==> config.mk <==
export PLATFORM = sky130hd
export DESIGN_NAME = igmp_router_membership_table_flat
export DESIGN_NICKNAME = d
export VERILOG_FILES = /design/src/sv/igmp_rmt_pkg.sv /design/src/sv/igmp_rmt_if.sv /design/src/sv/igmp_router_membership_table.sv /design/src/sv/igmp_rmt_cfg.sv /design/src/sv/igmp_rmt_mem.sv /design/src/sv/igmp_rmt_ctrl.sv /design/src/flat_wrapper.sv
export SDC_FILE = /design/constraint.sdc
export NUM_CORES = 2
export LEC_CHECK = 0
export BUFFER_PORTS_ARGS = -buffer_cell sky130_fd_sc_hd__buf_2
export CAP_MARGIN = 10
export CELL_PAD_IN_SITES_DETAIL_PLACEMENT = 0
export CELL_PAD_IN_SITES_GLOBAL_PLACEMENT = 2
export CORE_MARGIN = 2
export CORE_UTILIZATION = 32
export CTS_CLUSTER_DIAMETER = 60
export DETAILED_ROUTE_END_ITERATION = 8
export GPL_TIMING_DRIVEN = 0
export PLACE_DENSITY_LB_ADDON = 0.25
export SLEW_MARGIN = 20
export SYNTH_ARGS = -nofsm -noshare
export SYNTH_HDL_FRONTEND = slang
export SYNTH_SLANG_ARGS = --single-unit
==> constraint.sdc <==
create_clock -name clk -period 10.7 [get_ports clk]
set_input_delay 1.07 -clock clk [delete_from_list [all_inputs] [get_ports clk]]
set_output_delay 1.07 -clock clk [all_outputs]
set_load 0.02 [all_outputs]
==> src/sv/igmp_rmt_pkg.sv <==
// ----------------------------------------------------------------------------
// IGMP router membership table package
// Shared constants, codes and record types of the membership table.
// ----------------------------------------------------------------------------
package igmp_rmt_pkg;

    localparam int GROUP_ENTRIES = 16;
    localparam int RESULT_LIMIT  = 17;
    localparam int IDX_W = (GROUP_ENTRIES > 1) ? $clog2(GROUP_ENTRIES) : 1;
    localparam int CNT_W = $clog2(RESULT_LIMIT + 1);

    typedef enum logic [1:0] {
        KIND_REPORT,
        KIND_LEAVE,
        KIND_QUERY,
        KIND_TICK
    } kind_t;

    typedef enum logic [2:0] {
        OUT_GENQ,
        OUT_GRPQ,
        OUT_REG,
        OUT_UNREG,
        OUT_FULL
    } out_kind_t;

    typedef enum logic [2:0] {
        CFG_QUERY_INTERVAL,
        CFG_QUERY_RESP_INTERVAL,
        CFG_GROUP_MEMB_INTERVAL,
        CFG_OTHER_QUERIER_INTERVAL,
        CFG_LAST_MEMBER_INTERVAL,
        CFG_LAST_MEMBER_COUNT,
        CFG_OWN_ADDRESS
    } cfg_index_t;

    typedef enum logic [2:0] {
        ST_IDLE,
        ST_READ,
        ST_EVAL,
        ST_FINISH,
        ST_FLUSH
    } state_t;

    typedef struct packed {
        logic [15:0] query_interval;
        logic [7:0]  query_response_interval;
        logic [15:0] group_membership_interval;
        logic [15:0] other_querier_interval;
        logic [11:0] last_member_interval;
        logic [3:0]  last_member_count;
        logic [31:0] own_address;
    } cfg_t;

    typedef struct packed {
        logic [31:0] group;
        logic        checking;
        logic [15:0] member_timer;
        logic [15:0] rexmt_timer;
    } entry_t;

    typedef struct packed {
        logic             rd_en;
        logic [IDX_W-1:0] rd_addr;
        logic             wr_en;
        logic [IDX_W-1:0] wr_addr;
        entry_t           wr_data;
    } mem_req_t;

    typedef struct packed {
        out_kind_t   kind;
        logic [31:0] group;
        logic [7:0]  max_resp;
    } result_t;

    function automatic logic [15:0] at_least_one(input logic [15:0] v);
        return (v == 16'd0) ? 16'd1 : v;
    endfunction

endpackage

==> src/sv/igmp_rmt_if.sv <==
// ----------------------------------------------------------------------------
// IGMP router membership table channels
// Input, result and configuration write channels with valid/ready.
// ----------------------------------------------------------------------------
interface igmp_rmt_in_if;
    logic        valid;
    logic        ready;
    logic [1:0]  kind;
    logic [31:0] group_addr;
    logic [31:0] sender_addr;

    modport source (output valid, kind, group_addr, sender_addr, input ready);
    modport sink (input valid, kind, group_addr, sender_addr, output ready);
endinterface

interface igmp_rmt_out_if;
    logic        valid;
    logic        ready;
    logic [2:0]  out_kind;
    logic [31:0] out_group;
    logic [7:0]  max_resp;
    logic        last;

    modport source (output valid, out_kind, out_group, max_resp, last, input ready);
    modport sink (input valid, out_kind, out_group, max_resp, last, output ready);
endinterface

interface igmp_rmt_cfg_if;
    logic        valid;
    logic        ready;
    logic [2:0]  index;
    logic [31:0] data;

    modport source (output valid, index, data, input ready);
    modport sink (input valid, index, data, output ready);
endinterface

==> src/sv/igmp_router_membership_table.sv <==
// ----------------------------------------------------------------------------
// IGMP router membership table
// Router side IGMPv2 group membership for one interface, 100 ms ticks.
// ----------------------------------------------------------------------------
// Channels: in_ch carries reports, leaves, queries and ticks; out_ch carries
// general and group queries, register/unregister notices and table-full
// drops, with last set on the final result of each input transaction; cfg
// writes the interval and address registers and is always ready.
// A query transaction is taken without leaving idle and gives no result. A
// report, leave or tick walks every table entry through the single entry
// memory, a read step and an evaluate/write-back step per entry, then passes
// the finish and flush states before in_ch is ready again; a stalled out_ch
// can hold the tick walk and the flush.
// Results leave through an output register backed by one pending stage; a
// stalled receiver holds the table walk at the entry that wants to emit.
// Reset empties the table through its valid flops, makes the block querier
// and arms a general query on the first tick; the registers take their
// default intervals. No clearing pass is needed.
// ----------------------------------------------------------------------------
module igmp_router_membership_table
    import igmp_rmt_pkg::*;
(
    input  logic           clk,
    input  logic           rst_n,
    igmp_rmt_in_if.sink    in_ch,
    igmp_rmt_out_if.source out_ch,
    igmp_rmt_cfg_if.sink   cfg
);

    cfg_t     regs;
    mem_req_t mem_req;
    entry_t   rd_data;

    igmp_rmt_cfg u_cfg (
        .clk   (clk),
        .rst_n (rst_n),
        .cfg   (cfg),
        .regs  (regs)
    );

    igmp_rmt_mem u_mem (
        .clk     (clk),
        .req     (mem_req),
        .rd_data (rd_data)
    );

    igmp_rmt_ctrl u_ctrl (
        .clk     (clk),
        .rst_n   (rst_n),
        .in_ch   (in_ch),
        .out_ch  (out_ch),
        .regs    (regs),
        .rd_data (rd_data),
        .mem_req (mem_req)
    );

    a_query_no_stall: assert property (@(posedge clk) disable iff (!rst_n)
        (in_ch.valid && in_ch.ready && in_ch.kind == KIND_QUERY) |=> in_ch.ready)
        else $error("query transaction blocked the input");

    a_walk_busy: assert property (@(posedge clk) disable iff (!rst_n)
        (in_ch.valid && in_ch.ready && in_ch.kind != KIND_QUERY) |=> !in_ch.ready)
        else $error("table walk did not start");

    a_genq_group: assert property (@(posedge clk) disable iff (!rst_n)
        (out_ch.valid && out_ch.out_kind == OUT_GENQ) |-> out_ch.out_group == 32'd0)
        else $error("general query with nonzero group");

    a_notice_resp: assert property (@(posedge clk) disable iff (!rst_n)
        (out_ch.valid && (out_ch.out_kind == OUT_REG || out_ch.out_kind == OUT_UNREG
                          || out_ch.out_kind == OUT_FULL)) |-> out_ch.max_resp == 8'd0)
        else $error("notice with nonzero max response");

endmodule

==> src/sv/igmp_rmt_cfg.sv <==
// ----------------------------------------------------------------------------
// IGMP router membership table configuration registers
// Holds the timer intervals and own address written over the config channel.
// ----------------------------------------------------------------------------
module igmp_rmt_cfg
    import igmp_rmt_pkg::*;
(
    input  logic          clk,
    input  logic          rst_n,
    igmp_rmt_cfg_if.sink  cfg,
    output cfg_t          regs
);

    cfg_t regs_reg;
    cfg_t regs_next;

    assign cfg.ready = 1'b1;
    assign regs      = regs_reg;

    always_comb
    begin
        regs_next = regs_reg;
        if (cfg.valid)
        begin
            case (cfg_index_t'(cfg.index))
                CFG_QUERY_INTERVAL:         regs_next.query_interval = cfg.data[15:0];
                CFG_QUERY_RESP_INTERVAL:    regs_next.query_response_interval = cfg.data[7:0];
                CFG_GROUP_MEMB_INTERVAL:    regs_next.group_membership_interval = cfg.data[15:0];
                CFG_OTHER_QUERIER_INTERVAL: regs_next.other_querier_interval = cfg.data[15:0];
                CFG_LAST_MEMBER_INTERVAL:   regs_next.last_member_interval = cfg.data[11:0];
                CFG_LAST_MEMBER_COUNT:      regs_next.last_member_count = cfg.data[3:0];
                CFG_OWN_ADDRESS:            regs_next.own_address = cfg.data;
                default:                    regs_next = regs_reg;
            endcase
        end
    end

    always_ff @(posedge clk or negedge rst_n)
    begin
        if (!rst_n)
        begin
            regs_reg.query_interval            <= 16'd1250;
            regs_reg.query_response_interval   <= 8'd100;
            regs_reg.group_membership_interval <= 16'd2600;
            regs_reg.other_querier_interval    <= 16'd2550;
            regs_reg.last_member_interval      <= 12'd10;
            regs_reg.last_member_count         <= 4'd2;
            regs_reg.own_address               <= 32'd0;
        end
        else
        begin
            regs_reg <= regs_next;
        end
    end

endmodule

==> src/sv/igmp_rmt_mem.sv <==
// ----------------------------------------------------------------------------
// IGMP router membership table entry memory
// One write port and one registered read port holding the group entries.
// ----------------------------------------------------------------------------
module igmp_rmt_mem
    import igmp_rmt_pkg::*;
(
    input  logic     clk,
    input  mem_req_t req,
    output entry_t   rd_data
);

    entry_t mem [GROUP_ENTRIES];
    entry_t rd_data_reg;

    assign rd_data = rd_data_reg;

    always_ff @(posedge clk)
    begin
        if (req.wr_en)
        begin
            mem[req.wr_addr] <= req.wr_data;
        end
    end

    always_ff @(posedge clk)
    begin
        if (req.rd_en)
        begin
            rd_data_reg <= mem[req.rd_addr];
        end
    end

endmodule

==> src/sv/igmp_rmt_ctrl.sv <==
// ----------------------------------------------------------------------------
// IGMP router membership table controller
// Sequences lookups and timer sweeps over the entry memory and queues results.
// ----------------------------------------------------------------------------
module igmp_rmt_ctrl
    import igmp_rmt_pkg::*;
(
    input  logic                  clk,
    input  logic                  rst_n,
    igmp_rmt_in_if.sink           in_ch,
    igmp_rmt_out_if.source        out_ch,
    input  cfg_t                  regs,
    input  entry_t                rd_data,
    output mem_req_t              mem_req
);

    state_t                   state_reg, state_next;
    kind_t                    kind_reg, kind_next;
    logic [31:0]              group_reg, group_next;
    logic [IDX_W-1:0]         idx_reg, idx_next;
    logic [CNT_W-1:0]         n_reg, n_next;
    logic                     querier_reg, querier_next;
    logic [15:0]              qtimer_reg, qtimer_next;
    logic [GROUP_ENTRIES-1:0] valid_reg, valid_next;
    logic                     match_reg, match_next;
    logic [IDX_W-1:0]         match_idx_reg, match_idx_next;
    entry_t                   match_entry_reg, match_entry_next;
    logic                     pend_valid_reg, pend_valid_next;
    result_t                  pend_reg, pend_next;
    logic                     out_valid_reg, out_valid_next;
    result_t                  out_reg, out_next;
    logic                     out_last_reg, out_last_next;

    logic [11:0]      lmi1;
    logic [7:0]       grp_mr;
    logic [15:0]      leave_timer;
    logic             free_found;
    logic [IDX_W-1:0] free_idx;
    logic             out_free;
    logic             mexp;
    logic             rexp;
    logic             emits;
    logic             at_limit;
    entry_t           upd;

    assign lmi1        = (regs.last_member_interval == 12'd0) ? 12'd1
                                                              : regs.last_member_interval;
    assign grp_mr      = (lmi1 > 12'd255) ? 8'd255 : lmi1[7:0];
    assign leave_timer = at_least_one(16'(regs.last_member_interval * regs.last_member_count));
    assign out_free    = !out_valid_reg || out_ch.ready;

    assign in_ch.ready      = (state_reg == ST_IDLE);
    assign out_ch.valid     = out_valid_reg;
    assign out_ch.out_kind  = out_reg.kind;
    assign out_ch.out_group = out_reg.group;
    assign out_ch.max_resp  = out_reg.max_resp;
    assign out_ch.last      = out_last_reg;

    always_comb
    begin
        free_found = 1'b0;
        free_idx   = '0;
        for (int i = 0; i < GROUP_ENTRIES; i++)
        begin
            if (!valid_reg[i] && !free_found)
            begin
                free_found = 1'b1;
                free_idx   = IDX_W'(i);
            end
        end
    end

    always_comb
    begin
        mexp     = (rd_data.member_timer <= 16'd1);
        rexp     = !mexp && (rd_data.rexmt_timer == 16'd1);
        emits    = valid_reg[idx_reg] && (mexp || (rexp && querier_reg));
        at_limit = (n_reg >= CNT_W'(RESULT_LIMIT));
        upd      = rd_data;
        upd.member_timer = rd_data.member_timer - 16'd1;
        if (rexp)
        begin
            upd.rexmt_timer = {4'd0, lmi1};
            upd.checking    = 1'b1;
        end
        else if (rd_data.rexmt_timer != 16'd0)
        begin
            upd.rexmt_timer = rd_data.rexmt_timer - 16'd1;
        end
    end

    always_comb
    begin
        state_next       = state_reg;
        kind_next        = kind_reg;
        group_next       = group_reg;
        idx_next         = idx_reg;
        n_next           = n_reg;
        querier_next     = querier_reg;
        qtimer_next      = qtimer_reg;
        valid_next       = valid_reg;
        match_next       = match_reg;
        match_idx_next   = match_idx_reg;
        match_entry_next = match_entry_reg;
        pend_valid_next  = pend_valid_reg;
        pend_next        = pend_reg;
        out_valid_next   = out_valid_reg;
        out_next         = out_reg;
        out_last_next    = out_last_reg;
        mem_req          = '0;

        if (out_valid_reg && out_ch.ready)
        begin
            out_valid_next = 1'b0;
        end

        case (state_reg)
            ST_IDLE:
            begin
                if (in_ch.valid)
                begin
                    kind_next  = kind_t'(in_ch.kind);
                    group_next = in_ch.group_addr;
                    idx_next   = '0;
                    n_next     = '0;
                    match_next = 1'b0;
                    case (kind_t'(in_ch.kind))
                        KIND_QUERY:
                        begin
                            if (in_ch.sender_addr < regs.own_address)
                            begin
                                qtimer_next  = at_least_one(regs.other_querier_interval);
                                querier_next = 1'b0;
                            end
                        end
                        KIND_TICK:
                        begin
                            if (qtimer_reg <= 16'd1)
                            begin
                                querier_next       = 1'b1;
                                pend_valid_next    = 1'b1;
                                pend_next.kind     = OUT_GENQ;
                                pend_next.group    = 32'd0;
                                pend_next.max_resp = regs.query_response_interval;
                                n_next             = CNT_W'(1);
                                qtimer_next        = at_least_one(regs.query_interval);
                            end
                            else
                            begin
                                qtimer_next = qtimer_reg - 16'd1;
                            end
                            state_next = ST_READ;
                        end
                        default:
                        begin
                            state_next = ST_READ;
                        end
                    endcase
                end
            end

            ST_READ:
            begin
                mem_req.rd_en   = 1'b1;
                mem_req.rd_addr = idx_reg;
                state_next      = ST_EVAL;
            end

            ST_EVAL:
            begin
                logic advance;
                advance = 1'b1;
                if (kind_reg == KIND_TICK)
                begin
                    if (valid_reg[idx_reg] && !(emits && at_limit))
                    begin
                        if (emits)
                        begin
                            if (pend_valid_reg && !out_free)
                            begin
                                advance = 1'b0;
                            end
                            else
                            begin
                                if (pend_valid_reg)
                                begin
                                    out_valid_next = 1'b1;
                                    out_next       = pend_reg;
                                    out_last_next  = 1'b0;
                                end
                                pend_valid_next = 1'b1;
                                pend_next.kind  = mexp ? OUT_UNREG : OUT_GRPQ;
                                pend_next.group = rd_data.group;
                                pend_next.max_resp = mexp ? 8'd0 : grp_mr;
                                n_next          = n_reg + CNT_W'(1);
                            end
                        end
                        if (advance)
                        begin
                            if (mexp)
                            begin
                                valid_next[idx_reg] = 1'b0;
                            end
                            else
                            begin
                                mem_req.wr_en   = 1'b1;
                                mem_req.wr_addr = idx_reg;
                                mem_req.wr_data = upd;
                            end
                        end
                    end
                end
                else if (valid_reg[idx_reg] && rd_data.group == group_reg)
                begin
                    match_next       = 1'b1;
                    match_idx_next   = idx_reg;
                    match_entry_next = rd_data;
                end

                if (advance)
                begin
                    if (idx_reg == IDX_W'(GROUP_ENTRIES - 1))
                    begin
                        state_next = ST_FINISH;
                    end
                    else
                    begin
                        idx_next   = idx_reg + IDX_W'(1);
                        state_next = ST_READ;
                    end
                end
            end

            ST_FINISH:
            begin
                state_next = ST_FLUSH;
                case (kind_reg)
                    KIND_REPORT:
                    begin
                        mem_req.wr_data.group        = group_reg;
                        mem_req.wr_data.checking     = 1'b0;
                        mem_req.wr_data.member_timer =
                            at_least_one(regs.group_membership_interval);
                        mem_req.wr_data.rexmt_timer  = 16'd0;
                        pend_next.group    = group_reg;
                        pend_next.max_resp = 8'd0;
                        if (match_reg)
                        begin
                            mem_req.wr_en   = 1'b1;
                            mem_req.wr_addr = match_idx_reg;
                        end
                        else if (free_found)
                        begin
                            mem_req.wr_en        = 1'b1;
                            mem_req.wr_addr      = free_idx;
                            valid_next[free_idx] = 1'b1;
                            pend_valid_next      = 1'b1;
                            pend_next.kind       = OUT_REG;
                        end
                        else
                        begin
                            pend_valid_next = 1'b1;
                            pend_next.kind  = OUT_FULL;
                        end
                    end
                    KIND_LEAVE:
                    begin
                        if (match_reg && !match_entry_reg.checking)
                        begin
                            mem_req.wr_en                = 1'b1;
                            mem_req.wr_addr              = match_idx_reg;
                            mem_req.wr_data.group        = group_reg;
                            mem_req.wr_data.checking     = 1'b1;
                            mem_req.wr_data.member_timer =
                                querier_reg ? leave_timer : match_entry_reg.member_timer;
                            mem_req.wr_data.rexmt_timer  = {4'd0, lmi1};
                        end
                    end
                    default:
                    begin
                        state_next = ST_FLUSH;
                    end
                endcase
            end

            ST_FLUSH:
            begin
                if (!pend_valid_reg)
                begin
                    state_next = ST_IDLE;
                end
                else if (out_free)
                begin
                    out_valid_next  = 1'b1;
                    out_next        = pend_reg;
                    out_last_next   = 1'b1;
                    pend_valid_next = 1'b0;
                    state_next      = ST_IDLE;
                end
            end

            default:
            begin
                state_next = ST_IDLE;
            end
        endcase
    end

    always_ff @(posedge clk or negedge rst_n)
    begin
        if (!rst_n)
        begin
            state_reg      <= ST_IDLE;
            kind_reg       <= KIND_REPORT;
            idx_reg        <= '0;
            n_reg          <= '0;
            querier_reg    <= 1'b1;
            qtimer_reg     <= 16'd1;
            valid_reg      <= '0;
            match_reg      <= 1'b0;
            pend_valid_reg <= 1'b0;
            out_valid_reg  <= 1'b0;
        end
        else
        begin
            state_reg      <= state_next;
            kind_reg       <= kind_next;
            idx_reg        <= idx_next;
            n_reg          <= n_next;
            querier_reg    <= querier_next;
            qtimer_reg     <= qtimer_next;
            valid_reg      <= valid_next;
            match_reg      <= match_next;
            pend_valid_reg <= pend_valid_next;
            out_valid_reg  <= out_valid_next;
        end
    end

    always_ff @(posedge clk)
    begin
        group_reg       <= group_next;
        match_idx_reg   <= match_idx_next;
        match_entry_reg <= match_entry_next;
        pend_reg        <= pend_next;
        out_reg         <= out_next;
        out_last_reg    <= out_last_next;
    end

endmodule

==> src/flat_wrapper.sv <==
// flat-port wrapper written by rule: the top's interface ports become plain ports
module igmp_router_membership_table_flat import igmp_rmt_pkg::*;
  (clk, rst_n, in_ch_valid, in_ch_kind, in_ch_group_addr, in_ch_sender_addr, in_ch_ready, out_ch_valid, out_ch_out_kind, out_ch_out_group, out_ch_max_resp, out_ch_last, out_ch_ready, cfg_valid, cfg_index, cfg_data, cfg_ready);
  igmp_rmt_in_if in_ch_i ();
  igmp_rmt_out_if out_ch_i ();
  igmp_rmt_cfg_if cfg_i ();
  input  logic clk;
  input  logic rst_n;
  input wire logic [$bits(in_ch_i.valid)-1:0] in_ch_valid;
  input wire logic [$bits(in_ch_i.kind)-1:0] in_ch_kind;
  input wire logic [$bits(in_ch_i.group_addr)-1:0] in_ch_group_addr;
  input wire logic [$bits(in_ch_i.sender_addr)-1:0] in_ch_sender_addr;
  output wire logic [$bits(in_ch_i.ready)-1:0] in_ch_ready;
  output wire logic [$bits(out_ch_i.valid)-1:0] out_ch_valid;
  output wire logic [$bits(out_ch_i.out_kind)-1:0] out_ch_out_kind;
  output wire logic [$bits(out_ch_i.out_group)-1:0] out_ch_out_group;
  output wire logic [$bits(out_ch_i.max_resp)-1:0] out_ch_max_resp;
  output wire logic [$bits(out_ch_i.last)-1:0] out_ch_last;
  input wire logic [$bits(out_ch_i.ready)-1:0] out_ch_ready;
  input wire logic [$bits(cfg_i.valid)-1:0] cfg_valid;
  input wire logic [$bits(cfg_i.index)-1:0] cfg_index;
  input wire logic [$bits(cfg_i.data)-1:0] cfg_data;
  output wire logic [$bits(cfg_i.ready)-1:0] cfg_ready;
  assign in_ch_i.valid = in_ch_valid;
  assign in_ch_i.kind = in_ch_kind;
  assign in_ch_i.group_addr = in_ch_group_addr;
  assign in_ch_i.sender_addr = in_ch_sender_addr;
  assign in_ch_ready = in_ch_i.ready;
  assign out_ch_valid = out_ch_i.valid;
  assign out_ch_out_kind = out_ch_i.out_kind;
  assign out_ch_out_group = out_ch_i.out_group;
  assign out_ch_max_resp = out_ch_i.max_resp;
  assign out_ch_last = out_ch_i.last;
  assign out_ch_i.ready = out_ch_ready;
  assign cfg_i.valid = cfg_valid;
  assign cfg_i.index = cfg_index;
  assign cfg_i.data = cfg_data;
  assign cfg_ready = cfg_i.ready;
  igmp_router_membership_table u_core (.clk(clk), .rst_n(rst_n), .in_ch(in_ch_i), .out_ch(out_ch_i), .cfg(cfg_i));
endmodule
==> impl_metrics.csv <==
group,metric,value,unit
clock_tree,hold_buffers,0,
synthesis,async_reset_ff_share,11.01,%
clock_tree,post_cts_buffers,0,
detailed_routing,drt-initial-drc-count,3261,
global_route,first_global_vias,37680,
detailed_routing,via_per_inst,5.242,
synthesis,netlist_area,60050,sq um
die,die_area,191100,sq um
synthesis,yosys_register_bits,1399,
synthesis,synth_edf_count,1245,
final_layout,area_growth,18.12,%
final_layout,drive_gt1_share,21.52,%
critical_path,slowest_stage,"nor2_2",
sta,clock_skew,0.04261,ns
die,core,186000,sq um
sta,finalHoldViolations,0,
power,p_int,10840,uW
sta,post-route-min-period,5.528,ns
detailed_routing,avgRoutedWirePerCell,26.50,um
global_route,track_usage,19.41,%
clock_tree,clkLatencyLatePin,0.80,ns
synthesis,yosys-top-cells-count,"edfxtp_1, a21oi_1, mux2_2, clkbuf_1, mux2i_1",
placement,pre_cts_ws,5.088,ns
synthesis,synthCells,4044,
final_layout,fillers,17520,
global_route,antenna_found_initial,6,
power,seqPwrFrac,43.3,%
clock_tree,clkSlewWorstSetupHoldPaths,0.06,ns
critical_path,cp.required,11.15,ns
die,io_pins,153,
critical_path,critPathArrivalTime,5.98,ns
critical_path,cp_slowest_stage_delay,0.74,ns
placement,hpwl,135200,um
synthesis,yosys.area.top_type,"edfxtp_1",
sta,max_slew_margin,23.37,%
clock_tree,clock-sinks,1399,
clock_tree,clock_path_buffers,3,
critical_path,cp.depth,13,
sta,drv_slew,0,
detailed_routing,drt-pass1-iter-count,6,
power,p_sw,5012,uW
power,pwr-share-comb,22.8,%
detailed_routing,post-route-drc-count,0,
detailed_routing,drtAntennaViolNets,0,
critical_path,worstPathMaxFanout,16,
sta,tightest_slew,1.149,ns
clock_tree,cts_tree,"done",
detailed_routing,num_vias,37160,
die,core.rowCount,158,
placement,port_buffers,148,
synthesis,ys.flop_type,"edfxtp_1",
clock_tree,htreeDepth,4,
die,dieHeight,437.2,um
synthesis,syn_area_per_cell,14.85,sq um
clock_tree,numCtsBuffers,162,
die,die_x,437.2,um
power,switching_share,31.61,%
critical_path,worstPathCellList,"clkbuf_1, nand2_1, fa_1, fa_1, inv_1, ha_1, a21o_1, a22o_1, a2111oi_2, a21oi_1, xor2_1, a211oi_1, nor2_2",
synthesis,synth.area.top_cells,"edfxtp_1, mux2_2, dfrtp_1, a21oi_1, mux2i_1",
sta,setup_violations,0,
sta,min_period_over_period,51.67,%
critical_path,start_kind,"register",
detailed_routing,finalWirelength,187800,um
job,cap_violations,0,
min_path,hp-class,"primary input to async pin",
synthesis,yosys.cell_count.top_type,"edfxtp_1",
run_status,status,"finished clean",
clock_tree,cts-root-buf,"clkbuf_16",
critical_path,critPathCaptureType,"register",
critical_path,critPathKind,"register to register",
sta,max_freq,0.1809,GHz
synthesis,yosysSeqAreaShare,68.73,%
global_route,grt_max_degree,86,
placement,gp_congestion,0.8298,
synthesis,syn-num-nets,4233,
synthesis,synth_cell_types,82,
die,start_util,32.28,%
critical_path,cp_common_cell,"fa_1",
final_layout,design_area,70930,sq um
placement,placed_cell_area,65770,sq um
critical_path,crit_buf_inv,2,
sta,rsz0062_at_grt,"false",
clock_tree,cts.repair.resized,0,
power,clkPwrFrac,34.0,%
critical_path,cp_top_family,"compound AO/OA/AOI/OAI gates",
power,ir_drop,0.1928,mV
critical_path,ff2ff_path_depth,13,
final_layout,nets,4659,
global_route,grt_pass1_wl,271700,um
sta,fin_setup_tns,0,ns
synthesis,yosys_warnings,0,
power,cellLeakagePower,0.02355,uW
global_route,grt-ovfl-total,0,
synthesis,synth_top_cell_area_share,62.26,%
final_layout,largest_reg_flops,1040,
power,p_per_area,223.5,nW/um^2
sta,fin_ws,5.172,ns
==> power groups by stage <==
stage / clock [uW] / combinational, uW / sequential, uW
after CTS: 5500 / 3650 / 6860
after global routing: 5720 / 3930 / 6900
after detailed placement: 0 / 3630 / 6970
final: 5390 / 3610 / 6860
after floorplan: 0 / 2240 / 6800
after global placement: 0 / 3520 / 7010
==> per-layer routing <==
metal  wire length (um)  track usage (%)  up-vias
met5                  0                0        -
met4               4537            5.178        0
met3               8663            2.530      231
met2              88290            31.43      979
met1              86360            27.38    19170
li1                   -                -    16780
==> through the flow <==
| step | util (%) | std cells | hold slack (ns) | total power, uW |
|---|---|---|---|---|
| final | 38.13 | 7088 | 0.2678 | 15860 |
| after global routing | 38.13 | 7084 | 0.2690 | 16550 |
| after CTS | 38.12 | 7084 | 0.2448 | 16010 |
| after detailed placement | 35.36 | 6786 | 0.4052 | 10600 |
| after global placement | 34.35 | 6672 | 0.4024 | 10530 |
| after floorplan | - | 4044 | 0.4003 | 9034 |
==> area by class of cell <==
type	count	area, sq um	area share, %
diodes	4	10.01	0.01411
plain buffers	262	1066	1.503
clock buffers	208	4300	6.063
clock inverters	90	834.6	1.177
inverters	99	371.6	0.5239
multi-input cells	2284	17650	24.88
flip-flops and latches	1399	41270	58.18
well taps	2480	3103	4.375
repair buffers	262	2327	3.281
==> worst paths after layout <==
| check | start | end | slack [ns] |
|---|---|---|---|
| hold reg to reg | u_core.u_ctrl.pend_reg[30]$_DFFE_PP_ | u_core.u_ctrl.out_ch.out_group[22]$_DFFE_PP_ | 0.42 |
| max in group asynchronous | rst_n | u_core.u_ctrl.qtimer_reg[0]$_DFFE_PN1P_ | 9.54 |
| hold / removal | rst_n | u_core.u_cfg.regs[0]$_DFFE_PN0P_ | 0.27 |
| min in group clk | u_core.u_ctrl.pend_reg[30]$_DFFE_PP_ | u_core.u_ctrl.out_ch.out_group[22]$_DFFE_PP_ | 0.42 |
| setup reg to reg | u_core.u_cfg.regs[33]$_DFFE_PN1P_ | u_core.u_mem.mem[8][29]$_DFFE_PP_ | 5.17 |
| setup / recovery | u_core.u_cfg.regs[33]$_DFFE_PN1P_ | u_core.u_mem.mem[8][29]$_DFFE_PP_ | 5.17 |
==> kinds of logic (layout without fill, tap and decap cells) <==
| family | Yosys count | in the layout | share of synthesized area [%] |
|---|---|---|---|
| AO/OA/AOI/OAI | 1033 | 1033 | 11.08 |
| XOR/XNOR | 76 | 76 | 1.108 |
| adder cells (fa/ha/maj) | 83 | 83 | 1.979 |
| buffers and inverters | 361 | 921 | 2.367 |
| flip-flops | 1399 | 1399 | 68.73 |
| multiplexers | 548 | 548 | 9.999 |
| other | 1 | 5 | 0.006245 |
| AND/OR/NAND/NOR | 543 | 543 | 4.736 |
==> layout by cell type, fill, tap and decap left out, types with 17 or more instances in the layout <==
cell type and n:
mux2i_1 178, a21o_1 17, a221oi_1 131, nand3_1 24
xnor2_1 40, dfrtp_1 129, buf_12 22, a22o_1 35
o22ai_1 69, nor2_1 111, nand2_1 106, o211ai_1 67
ha_1 63, nor4_1 30, buf_6 24, mux2_2 365
a31oi_1 19, clkinv_2 32, clkbuf_16 165, and2_1 53
clkbuf_1 242, dfstp_2 25, xor2_1 36, nand4_1 17
nor3_1 29, a21oi_1 389, clkinv_1 27, fa_1 20
edfxtp_1 1245, and3_1 73, o21ai_0 121, buf_2 161
o31ai_1 70, inv_1 96, buf_4 54, buf_1 26
(Power assumes the default switching activity.)
